<file path="config.mk">
export PLATFORM = sky130hd
export DESIGN_NAME = hit_split_timer
export DESIGN_NICKNAME = d
export VERILOG_FILES = /design/src/hw/rtl/hst_pkg.sv /design/src/hw/rtl/hit_split_timer.sv /design/src/hw/rtl/hst_cfg.sv /design/src/hw/rtl/hst_engine.sv
export VERILOG_INCLUDE_DIRS = /design/src /design/src/hw/rtl
export SDC_FILE = /design/constraint.sdc
export NUM_CORES = 1
export LEC_CHECK = 0
export BUFFER_PORTS_ARGS = -buffer_cell sky130_fd_sc_hd__buf_2
export CORE_AREA = 3 3 168 170
export DETAILED_ROUTE_END_ITERATION = 12
export DIE_AREA = 0 0 171 173
export GPL_TIMING_DRIVEN = 0
export PLACE_DENSITY = 0.53
export SYNTH_ARGS = -nofsm -noshare
export SYNTH_HDL_FRONTEND = slang
export SYNTH_SLANG_ARGS = --single-unit
</file>
<file path="constraint.sdc">
create_clock -name clk -period 5.99 [get_ports clk]
set_input_delay 0.2995 -clock clk [delete_from_list [all_inputs] [get_ports clk]]
set_output_delay 0.2995 -clock clk [all_outputs]
set_load 0.01 [all_outputs]
</file>
<file path="src/hw/rtl/hit_split_timer_assert.svh">
// Assertion macros shared by the split timer RTL.
`ifndef HIT_SPLIT_TIMER_ASSERT_SVH
`define HIT_SPLIT_TIMER_ASSERT_SVH

// The condition must hold in the same cycle as the trigger.
`define HST_ASSERT_HOLDS(label, ante, cons) \
	label: assert property (@(posedge clk) disable iff (!arst_n) (ante) |-> (cons)) \
		else $error("hit_split_timer: same-cycle check failed");

// The condition must hold in the cycle after the trigger.
`define HST_ASSERT_NEXT(label, ante, cons) \
	label: assert property (@(posedge clk) disable iff (!arst_n) (ante) |=> (cons)) \
		else $error("hit_split_timer: next-cycle check failed");

`endif

</file>
<file path="src/hw/rtl/hst_pkg.sv">
// Types, codes and constants of the split timer.
package hst_pkg;

	localparam int COUNT_BITS_DEF = 16;
	localparam int TIME_W         = 16;
	localparam int CFG_DATA_W     = 16;
	localparam int CFG_IDX_W      = 3;

	// Register indexes
	localparam logic [CFG_IDX_W-1:0] REG_BLANK_TICKS  = 3'd0;
	localparam logic [CFG_IDX_W-1:0] REG_IDLE_LIMIT   = 3'd1;
	localparam logic [CFG_IDX_W-1:0] REG_MIN_ELAPSED  = 3'd2;
	localparam logic [CFG_IDX_W-1:0] REG_MAX_HITS     = 3'd3;
	localparam logic [CFG_IDX_W-1:0] REG_BLINK_PERIOD = 3'd4;

	// Register reset values
	localparam logic [7:0]  BLANK_TICKS_RST  = 8'd10;
	localparam logic [15:0] IDLE_LIMIT_RST   = 16'd30000;
	localparam logic [15:0] MIN_ELAPSED_RST  = 16'd60;
	localparam logic [3:0]  MAX_HITS_RST     = 4'd9;
	localparam logic [7:0]  BLINK_PERIOD_RST = 8'd50;

	localparam logic [3:0]  HITS_CAP     = 4'd9;
	localparam logic [7:0]  HIST_IDLE    = 8'hff;
	localparam logic [7:0]  HIST_PRESSED = 8'h01;

	// End causes
	localparam logic [2:0] END_RUNNING   = 3'd0;
	localparam logic [2:0] END_HIT_LIMIT = 3'd1;
	localparam logic [2:0] END_IDLE      = 3'd2;
	localparam logic [2:0] END_START     = 3'd3;
	localparam logic [2:0] END_FORWARD   = 3'd4;

	typedef struct packed {
		logic [7:0]  blank_ticks;
		logic [15:0] idle_limit;
		logic [15:0] min_elapsed;
		logic [3:0]  max_hits;
		logic [7:0]  blink_period;
	} cfg_t;

	typedef struct packed {
		logic start_run;
		logic tick;
		logic sensor_edge;
		logic start_pressed;
		logic forward_pressed;
	} item_t;

	typedef struct packed {
		logic              hit_valid;
		logic [3:0]        hit_number;
		logic [TIME_W-1:0] hit_time;
		logic [TIME_W-1:0] elapsed_ticks;
		logic              dot_lit;
		logic [2:0]        end_cause;
	} res_t;

endpackage

</file>
<file path="src/hw/rtl/hit_split_timer.sv">
// Top level of the split timer: input register, run engine and result register.
`include "hit_split_timer_assert.svh"

// Split timer for sensor hits. Every input item gives exactly one result
// item. An item is registered in the input register on entry and its result
// in the result register when the item steps on, so a result is on the
// outputs once its item has passed both registers. One item is taken every
// cycle while the receiver does not stall, set by the combinational update
// of the run state between the two registers. The input register keeps
// accepting while a finished result waits to be taken, and stall back to the
// source rises only when both registers hold an item and the receiver stalls.
// Configuration writes are expected only while no item is in flight;
// idle_limit and blink_period are picked up at reset or at start_run.
module hit_split_timer import hst_pkg::*; #(
	parameter int COUNT_BITS = COUNT_BITS_DEF
) (
	input  logic                  clk,
	input  logic                  arst_n,
	input  logic                  cfg_we,
	input  logic [CFG_IDX_W-1:0]  cfg_index,
	input  logic [CFG_DATA_W-1:0] cfg_data,
	input  logic                  in_valid,
	output logic                  in_stall,
	input  logic                  start_run,
	input  logic                  tick,
	input  logic                  sensor_edge,
	input  logic                  start_pressed,
	input  logic                  forward_pressed,
	output logic                  out_valid,
	input  logic                  out_stall,
	output logic                  hit_valid,
	output logic [3:0]            hit_number,
	output logic [TIME_W-1:0]     hit_time,
	output logic [TIME_W-1:0]     elapsed_ticks,
	output logic                  dot_lit,
	output logic [2:0]            end_cause
);

	cfg_t  cfg;
	item_t item_s1;
	res_t  res, res_s2;
	logic  valid_s1, valid_s2, advance, step, in_take;

	assign advance  = !valid_s2 || !out_stall;
	assign step     = valid_s1 && advance;
	assign in_stall = valid_s1 && !advance;
	assign in_take  = in_valid && !in_stall;

	hst_cfg u_cfg (
		.clk       (clk),
		.arst_n    (arst_n),
		.cfg_we    (cfg_we),
		.cfg_index (cfg_index),
		.cfg_data  (cfg_data),
		.cfg       (cfg)
	);

	hst_engine #(
		.COUNT_BITS (COUNT_BITS)
	) u_engine (
		.clk    (clk),
		.arst_n (arst_n),
		.cfg    (cfg),
		.step   (step),
		.item   (item_s1),
		.res    (res)
	);

	always_ff @(posedge clk or negedge arst_n) begin
		if (!arst_n) begin
			valid_s1 <= 1'b0;
			valid_s2 <= 1'b0;
		end else begin
			valid_s1 <= in_take || (valid_s1 && !advance);
			valid_s2 <= step || (valid_s2 && out_stall);
		end
	end

	always_ff @(posedge clk) begin
		if (in_take) begin
			item_s1.start_run       <= start_run;
			item_s1.tick            <= tick;
			item_s1.sensor_edge     <= sensor_edge;
			item_s1.start_pressed   <= start_pressed;
			item_s1.forward_pressed <= forward_pressed;
		end
		if (step) begin
			res_s2 <= res;
		end
	end

	assign out_valid     = valid_s2;
	assign hit_valid     = res_s2.hit_valid;
	assign hit_number    = res_s2.hit_number;
	assign hit_time      = res_s2.hit_time;
	assign elapsed_ticks = res_s2.elapsed_ticks;
	assign dot_lit       = res_s2.dot_lit;
	assign end_cause     = res_s2.end_cause;

	`HST_ASSERT_NEXT(a_take_fills_s1, in_take, valid_s1)
	`HST_ASSERT_HOLDS(a_stall_only_full, in_stall, valid_s1 && valid_s2)
	`HST_ASSERT_HOLDS(a_hit_numbered, valid_s2 && hit_valid, hit_number != 4'd0 && hit_number <= HITS_CAP)
	`HST_ASSERT_HOLDS(a_no_hit_zero, valid_s2 && !hit_valid, hit_number == 4'd0 && hit_time == '0)

endmodule

</file>
<file path="src/hw/rtl/hst_cfg.sv">
// Configuration registers of the split timer.
module hst_cfg import hst_pkg::*; (
	input  logic                  clk,
	input  logic                  arst_n,
	input  logic                  cfg_we,
	input  logic [CFG_IDX_W-1:0]  cfg_index,
	input  logic [CFG_DATA_W-1:0] cfg_data,
	output cfg_t                  cfg
);

	cfg_t cfg_q;

	always_ff @(posedge clk or negedge arst_n) begin
		if (!arst_n) begin
			cfg_q.blank_ticks  <= BLANK_TICKS_RST;
			cfg_q.idle_limit   <= IDLE_LIMIT_RST;
			cfg_q.min_elapsed  <= MIN_ELAPSED_RST;
			cfg_q.max_hits     <= MAX_HITS_RST;
			cfg_q.blink_period <= BLINK_PERIOD_RST;
		end else if (cfg_we) begin
			case (cfg_index)
				REG_BLANK_TICKS:  cfg_q.blank_ticks  <= cfg_data[7:0];
				REG_IDLE_LIMIT:   cfg_q.idle_limit   <= cfg_data[15:0];
				REG_MIN_ELAPSED:  cfg_q.min_elapsed  <= cfg_data[15:0];
				REG_MAX_HITS:     cfg_q.max_hits     <= cfg_data[3:0];
				REG_BLINK_PERIOD: cfg_q.blink_period <= cfg_data[7:0];
				default: ;
			endcase
		end
	end

	assign cfg = cfg_q;

endmodule

</file>
<file path="src/hw/rtl/hst_engine.sv">
// Run state of the split timer and its combinational update.
module hst_engine import hst_pkg::*; #(
	parameter int COUNT_BITS = COUNT_BITS_DEF
) (
	input  logic  clk,
	input  logic  arst_n,
	input  cfg_t  cfg,
	input  logic  step,
	input  item_t item,
	output res_t  res
);

	localparam int CMP_W = (COUNT_BITS > TIME_W) ? COUNT_BITS : TIME_W;

	logic [COUNT_BITS-1:0] el_q, el_b, el_n, el_inc;
	logic [3:0]  hc_q, hc_b, hc_n, hc_inc, limit;
	logic [7:0]  bl_q, bl_b, bl_n;
	logic [15:0] il_q, il_b, il_n, il_dec;
	logic [7:0]  bk_q, bk_b, bk_n, bk_dec;
	logic        dot_q, dot_b, dot_n;
	logic [7:0]  sh_q, sh_b, sh_n, sh_shift;
	logic [7:0]  fh_q, fh_b, fh_n, fh_shift;
	logic [2:0]  ec_q, ec_b, ec_n;
	logic [CMP_W-1:0] el_b_wide, el_inc_wide, el_n_wide;
	logic        hit, start_det, fwd_det, stop_ok;

	// A new run starts from the cleared state, taken from the live registers.
	always_comb begin
		if (item.start_run) begin
			el_b  = '0;
			hc_b  = '0;
			bl_b  = '0;
			il_b  = cfg.idle_limit;
			bk_b  = cfg.blink_period;
			dot_b = 1'b1;
			sh_b  = HIST_IDLE;
			fh_b  = HIST_IDLE;
			ec_b  = END_RUNNING;
		end else begin
			el_b  = el_q;
			hc_b  = hc_q;
			bl_b  = bl_q;
			il_b  = il_q;
			bk_b  = bk_q;
			dot_b = dot_q;
			sh_b  = sh_q;
			fh_b  = fh_q;
			ec_b  = ec_q;
		end
	end

	always_comb begin
		if (cfg.max_hits == 4'd0) begin
			limit = 4'd1;
		end else if (cfg.max_hits > HITS_CAP) begin
			limit = HITS_CAP;
		end else begin
			limit = cfg.max_hits;
		end
	end

	assign hc_inc      = hc_b + 4'd1;
	assign el_inc      = el_b + 1'b1;
	assign il_dec      = il_b - 16'd1;
	assign bk_dec      = bk_b - 8'd1;
	assign sh_shift    = {sh_b[6:0], item.start_pressed};
	assign fh_shift    = {fh_b[6:0], item.forward_pressed};
	assign el_b_wide   = CMP_W'(el_b);
	assign el_inc_wide = CMP_W'(el_inc);
	assign el_n_wide   = CMP_W'(el_n);
	assign hit         = item.sensor_edge && (bl_b == 8'd0);
	assign start_det   = (sh_shift == HIST_PRESSED);
	assign fwd_det     = (fh_shift == HIST_PRESSED);
	assign stop_ok     = el_inc_wide > CMP_W'(cfg.min_elapsed);

	always_comb begin
		el_n  = el_b;
		hc_n  = hc_b;
		bl_n  = bl_b;
		il_n  = il_b;
		bk_n  = bk_b;
		dot_n = dot_b;
		sh_n  = sh_b;
		fh_n  = fh_b;
		ec_n  = ec_b;
		res.hit_valid  = 1'b0;
		res.hit_number = 4'd0;
		res.hit_time   = '0;
		if (ec_b == END_RUNNING) begin
			if (hit) begin
				hc_n           = hc_inc;
				res.hit_valid  = 1'b1;
				res.hit_number = hc_inc;
				res.hit_time   = el_b_wide[TIME_W-1:0];
				if (hc_inc >= limit) begin
					ec_n = END_HIT_LIMIT;
				end else begin
					bl_n = cfg.blank_ticks;
				end
			end else if (item.tick && bl_b != 8'd0) begin
				bl_n = bl_b - 8'd1;
			end
			// A hit that ends the run also swallows the tick of its item.
			if (item.tick && ec_n == END_RUNNING) begin
				el_n = el_inc;
				il_n = il_dec;
				if (il_dec == 16'd0) begin
					ec_n = END_IDLE;
				end else begin
					if (bk_dec == 8'd0) begin
						bk_n  = cfg.blink_period;
						dot_n = ~dot_b;
					end else begin
						bk_n = bk_dec;
					end
					sh_n = sh_shift;
					fh_n = fh_shift;
					if ((start_det || fwd_det) && stop_ok) begin
						ec_n = start_det ? END_START : END_FORWARD;
					end
				end
			end
		end
		res.elapsed_ticks = el_n_wide[TIME_W-1:0];
		res.dot_lit       = dot_n;
		res.end_cause     = ec_n;
	end

	always_ff @(posedge clk or negedge arst_n) begin
		if (!arst_n) begin
			el_q  <= '0;
			hc_q  <= '0;
			bl_q  <= '0;
			il_q  <= IDLE_LIMIT_RST;
			bk_q  <= BLINK_PERIOD_RST;
			dot_q <= 1'b1;
			sh_q  <= HIST_IDLE;
			fh_q  <= HIST_IDLE;
			ec_q  <= END_RUNNING;
		end else if (step) begin
			el_q  <= el_n;
			hc_q  <= hc_n;
			bl_q  <= bl_n;
			il_q  <= il_n;
			bk_q  <= bk_n;
			dot_q <= dot_n;
			sh_q  <= sh_n;
			fh_q  <= fh_n;
			ec_q  <= ec_n;
		end
	end

endmodule
</file>
==> qor.yml <==
run_status:
  status: "finished clean"
final_layout:
  final_util_pct: 40.0
  diodes: 0
  drive_above_1_share_pct: 20.2
  nets: 1109
  stdcell_area_mm2: 0.0108
  synthToLayoutAreaGrowth_pct: 15.3
critical_path:
  cp-start-kind: "flop"
  r2r_cells: 15
  r2r_end: "end_cause[2]$_DFFE_PP_"
  cp_max_fo: 10
  end_kind: "flop"
  path_cells: "buf_6 -> buf_2 -> clkbuf_4 -> clkbuf_4 -> clkbuf_2 -> buf_2 -> mux2i_1 -> ha_1 -> o211ai_1 -> or4_1 -> a211oi_1 -> nor4b_4 -> a21oi_2 -> clkbuf_1 -> a32o_1"
  path_class: "flop to flop"
  r2r_setup_slack_ns: 0.29
  worstPathRequired_ns: 6.17
  crit_slowest_cell: "edfxtp_1"
  r2r_start: "item_s1[4]$_DFFE_PP_"
  arrival_ns: 5.87
  critPathMaxStageDelay_ns: 0.55
synthesis:
  ys_seq_area_share_pct: 48.6
  synth_common_cells: "123 x nand2_1, 113 x nor2_1, 81 x dfrtp_1"
  synth-edff-count: 46
  ys.flop_type: "dfrtp_1"
  synth_warnings: 0
  syn_avg_cell_area_um2: 9.71
  netlist_instances: 961
  synthDistinctLibCells: 71
  synth_area_mm2: 0.00933
  yosysMostFrequentCell: "nand2_1"
  yosysTopAreaCellShare_pct: 21.7
  synthTopCellsByArea: "dfrtp_1 22%, edfxtp_1 15%, dfstp_2 12%"
  synthArstFlopShare_pct: 72.9
  yosysTopAreaCell: "dfrtp_1"
  yosys_register_bits: 170
  synth_nets: 1017
routing:
  first_iter_violations: 650
  drcViolationCount: 0
  wl_mm: 28.1
  routedWlPerCell_um: 20.0
  vias: 7656
  drtPass1Iterations: 6
  antenna_left: 0
  vias_per_cell: 5.44
sta:
  setup_violations: 0
  fin_skew_ns: 0.0112
  finalHoldViolCount: 0
  finalCriticalPeriod_ns: 5.70
  tightestPinTransition_ns: 1.07
  fin_crit_sh_pct: 95.1
  final.setup.worst_slack_ns: 0.294
  slew_violations: 0
  fin_setup_tns_ns: 0
  max_freq_mhz: 176
  relSlewSlack_pct: 28.5
  grt_setup_unrepaired: "no"
floorplan:
  start_util_pct: 34.7
  rows: 60
  coreArea_mm2: 0.0269
  ios: 72
  die_area_mm2: 0.0296
  die_w_um: 171
  die_y_um: 173
clock_network:
  clock_sinks: 170
  numCtsBuffers: 17
  cts_buffer_depth: 2
  clock_latency_ns: 0.43
  htree_levels: 4
  clkTransAtPathRegs_ns: 0.07
  cts_tree: "built"
  root_buffer: "clkbuf_16"
global_route:
  grtUsageTotal_pct: 19.1
  grt_pass1_wl_mm: 43.5
  grt_pass1_vias: 7430
  grt_max_degree: 74
  antenna_found_initial: 0
  grt.overflow.total: 0
placed_design:
  place.gp.congestion: 0.893
  pre_cts_ws_ns: -1.48
  placed_area_mm2: 0.0102
  dp_hpwl_mm: 20.1
  port_buffers: 71
power:
  ir_drop_mv: 0.199
  p_leak_nw: 4.48
  power_density_mw_per_mm2: 363
worst_hold_path:
  min-delay-start: "start_pressed"
  hold_end: "item_s1[1]$_DFFE_PP_"
  hp-class: "input pin to flop"
  hold-path-cell-count: 1
job:
  cap_violations: 0
## layer usage
metal / track usage (%) / vias to the layer above / part of all wire, %
met2: 29.3 / 274 / 45
met1: 27.0 / 3730 / 46
met4: 6.84 / 0 / 3.0
li1: - / 3602 / -
met3: 3.66 / 50 / 5.8
met5: 0 / - / 0
## worst max path at each step
stage	start	endpoint	slack [ns]	cells after the start
floorplan	item_s1[4]$_DFFE_PP_	end_cause[2]$_DFFE_PP_	1.38	16
global placement	item_s1[4]$_DFFE_PP_	elapsed_ticks[15]$_DFFE_PP_	-1.61	17
detailed placement	item_s1[4]$_DFFE_PP_	u_engine.fh_q[4]$_DFFE_PN1P_	-1.48	17
CTS	item_s1[4]$_DFFE_PP_	end_cause[2]$_DFFE_PP_	0.06	16
global route	item_s1[4]$_DFFE_PP_	end_cause[1]$_DFFE_PP_	0.06	22
finish	item_s1[4]$_DFFE_PP_	end_cause[2]$_DFFE_PP_	0.29	15
## worst max-delay path, delay by kind of cell (launching register included)
| kind | cells | cell delay [ns] |
|---|---|---|
| AOI/OAI and AO/OA | 4 | 1.00 |
| adders and majority gates | 1 | 0.41 |
| buffers and inverters | 7 | 2.21 |
| DFF | 1 | 0.55 |
| muxes | 1 | 0.32 |
| and+or+nand+nor | 2 | 0.92 |
## where the power goes
part | internal [W] | leakage, nW | total [W] | switching, W
clock network | 0.000560 | 0.256 | 0.00106 | 0.000495
registers | 0.00151 | 1.92 | 0.00172 | 0.000214
logic | 0.000451 | 2.30 | 0.00113 | 0.000676
## area by class of cell
class / instances / area (um^2)
plain buffers: 45 / 210
multi-input cells: 704 / 4470
clock inverters: 12 / 91.3
clock buffers: 20 / 458
flip-flops and latches: 170 / 4540
repair buffers: 75 / 414
fillers: 2685 / 16100
inverters: 40 / 150
well taps: 341 / 427
## sequential cells by signal (all words and copies together), names as in the netlist, 7 cells and up
name           cells
u_engine.il_q     16
elapsed_ticks     16
u_engine.bl_q      8
u_cfg.cfg         52
u_engine.sh_q      7
u_engine.bk_q      8
hit_time          16
u_engine.fh_q      7
u_engine.el_q     16
## placed cells by master (no fill, tap or decap), types with 15 or more instances in the layout
cell type / instances
nand2_1: 123
nor2_1: 113
dfrtp_1: 81
buf_2: 76
o21ai_0: 69
edfxtp_1: 46
dfstp_2: 43
mux2_2: 40
inv_1: 39
xor2_1: 30
nor3_1: 29
clkbuf_1: 27
ha_1: 27
a21oi_1: 26
xnor2_1: 25
clkbuf_16: 18
nand3_1: 17
mux2i_1: 15
## what timing repair did
action | 4_1_cts | 5_1_grt
gates cloned | 0 | 0
endpoints found under the hold margin | 52 | 0
gates resized for setup | 11 | 4
hold buffers | 1 | 0
endpoints found under the setup margin | 86 | 50
buffers inserted | 0 | 2
## cells by family (layout without fill, tap and decap cells)
group / Yosys count / count (layout) / synth area share [%]
xor gates and xnor gates: 55 / 55 / 5.16
AOI/OAI and AO/OA: 195 / 195 / 13.7
buffers and inverters: 87 / 192 / 3.73
adders and majority gates: 27 / 27 / 3.62
and+or+nand+nor: 372 / 372 / 18.7
muxes: 55 / 55 / 6.44
DFF: 170 / 170 / 48.6
## through the flow
step / cells / total power (W) / hold slack (ns)
2_1_floorplan: 961 / 0.00249 / 0.00391
3_3_place_gp: 1373 / 0.00283 / 0.448
3_5_place_dp: 1374 / 0.00285 / 0.389
4_1_cts: 1407 / 0.00392 / 0.0292
5_1_grt: 1407 / 0.00415 / 0.0265
6_report: 1407 / 0.00390 / 0.0423
Power figures use the tool's default switching activity.
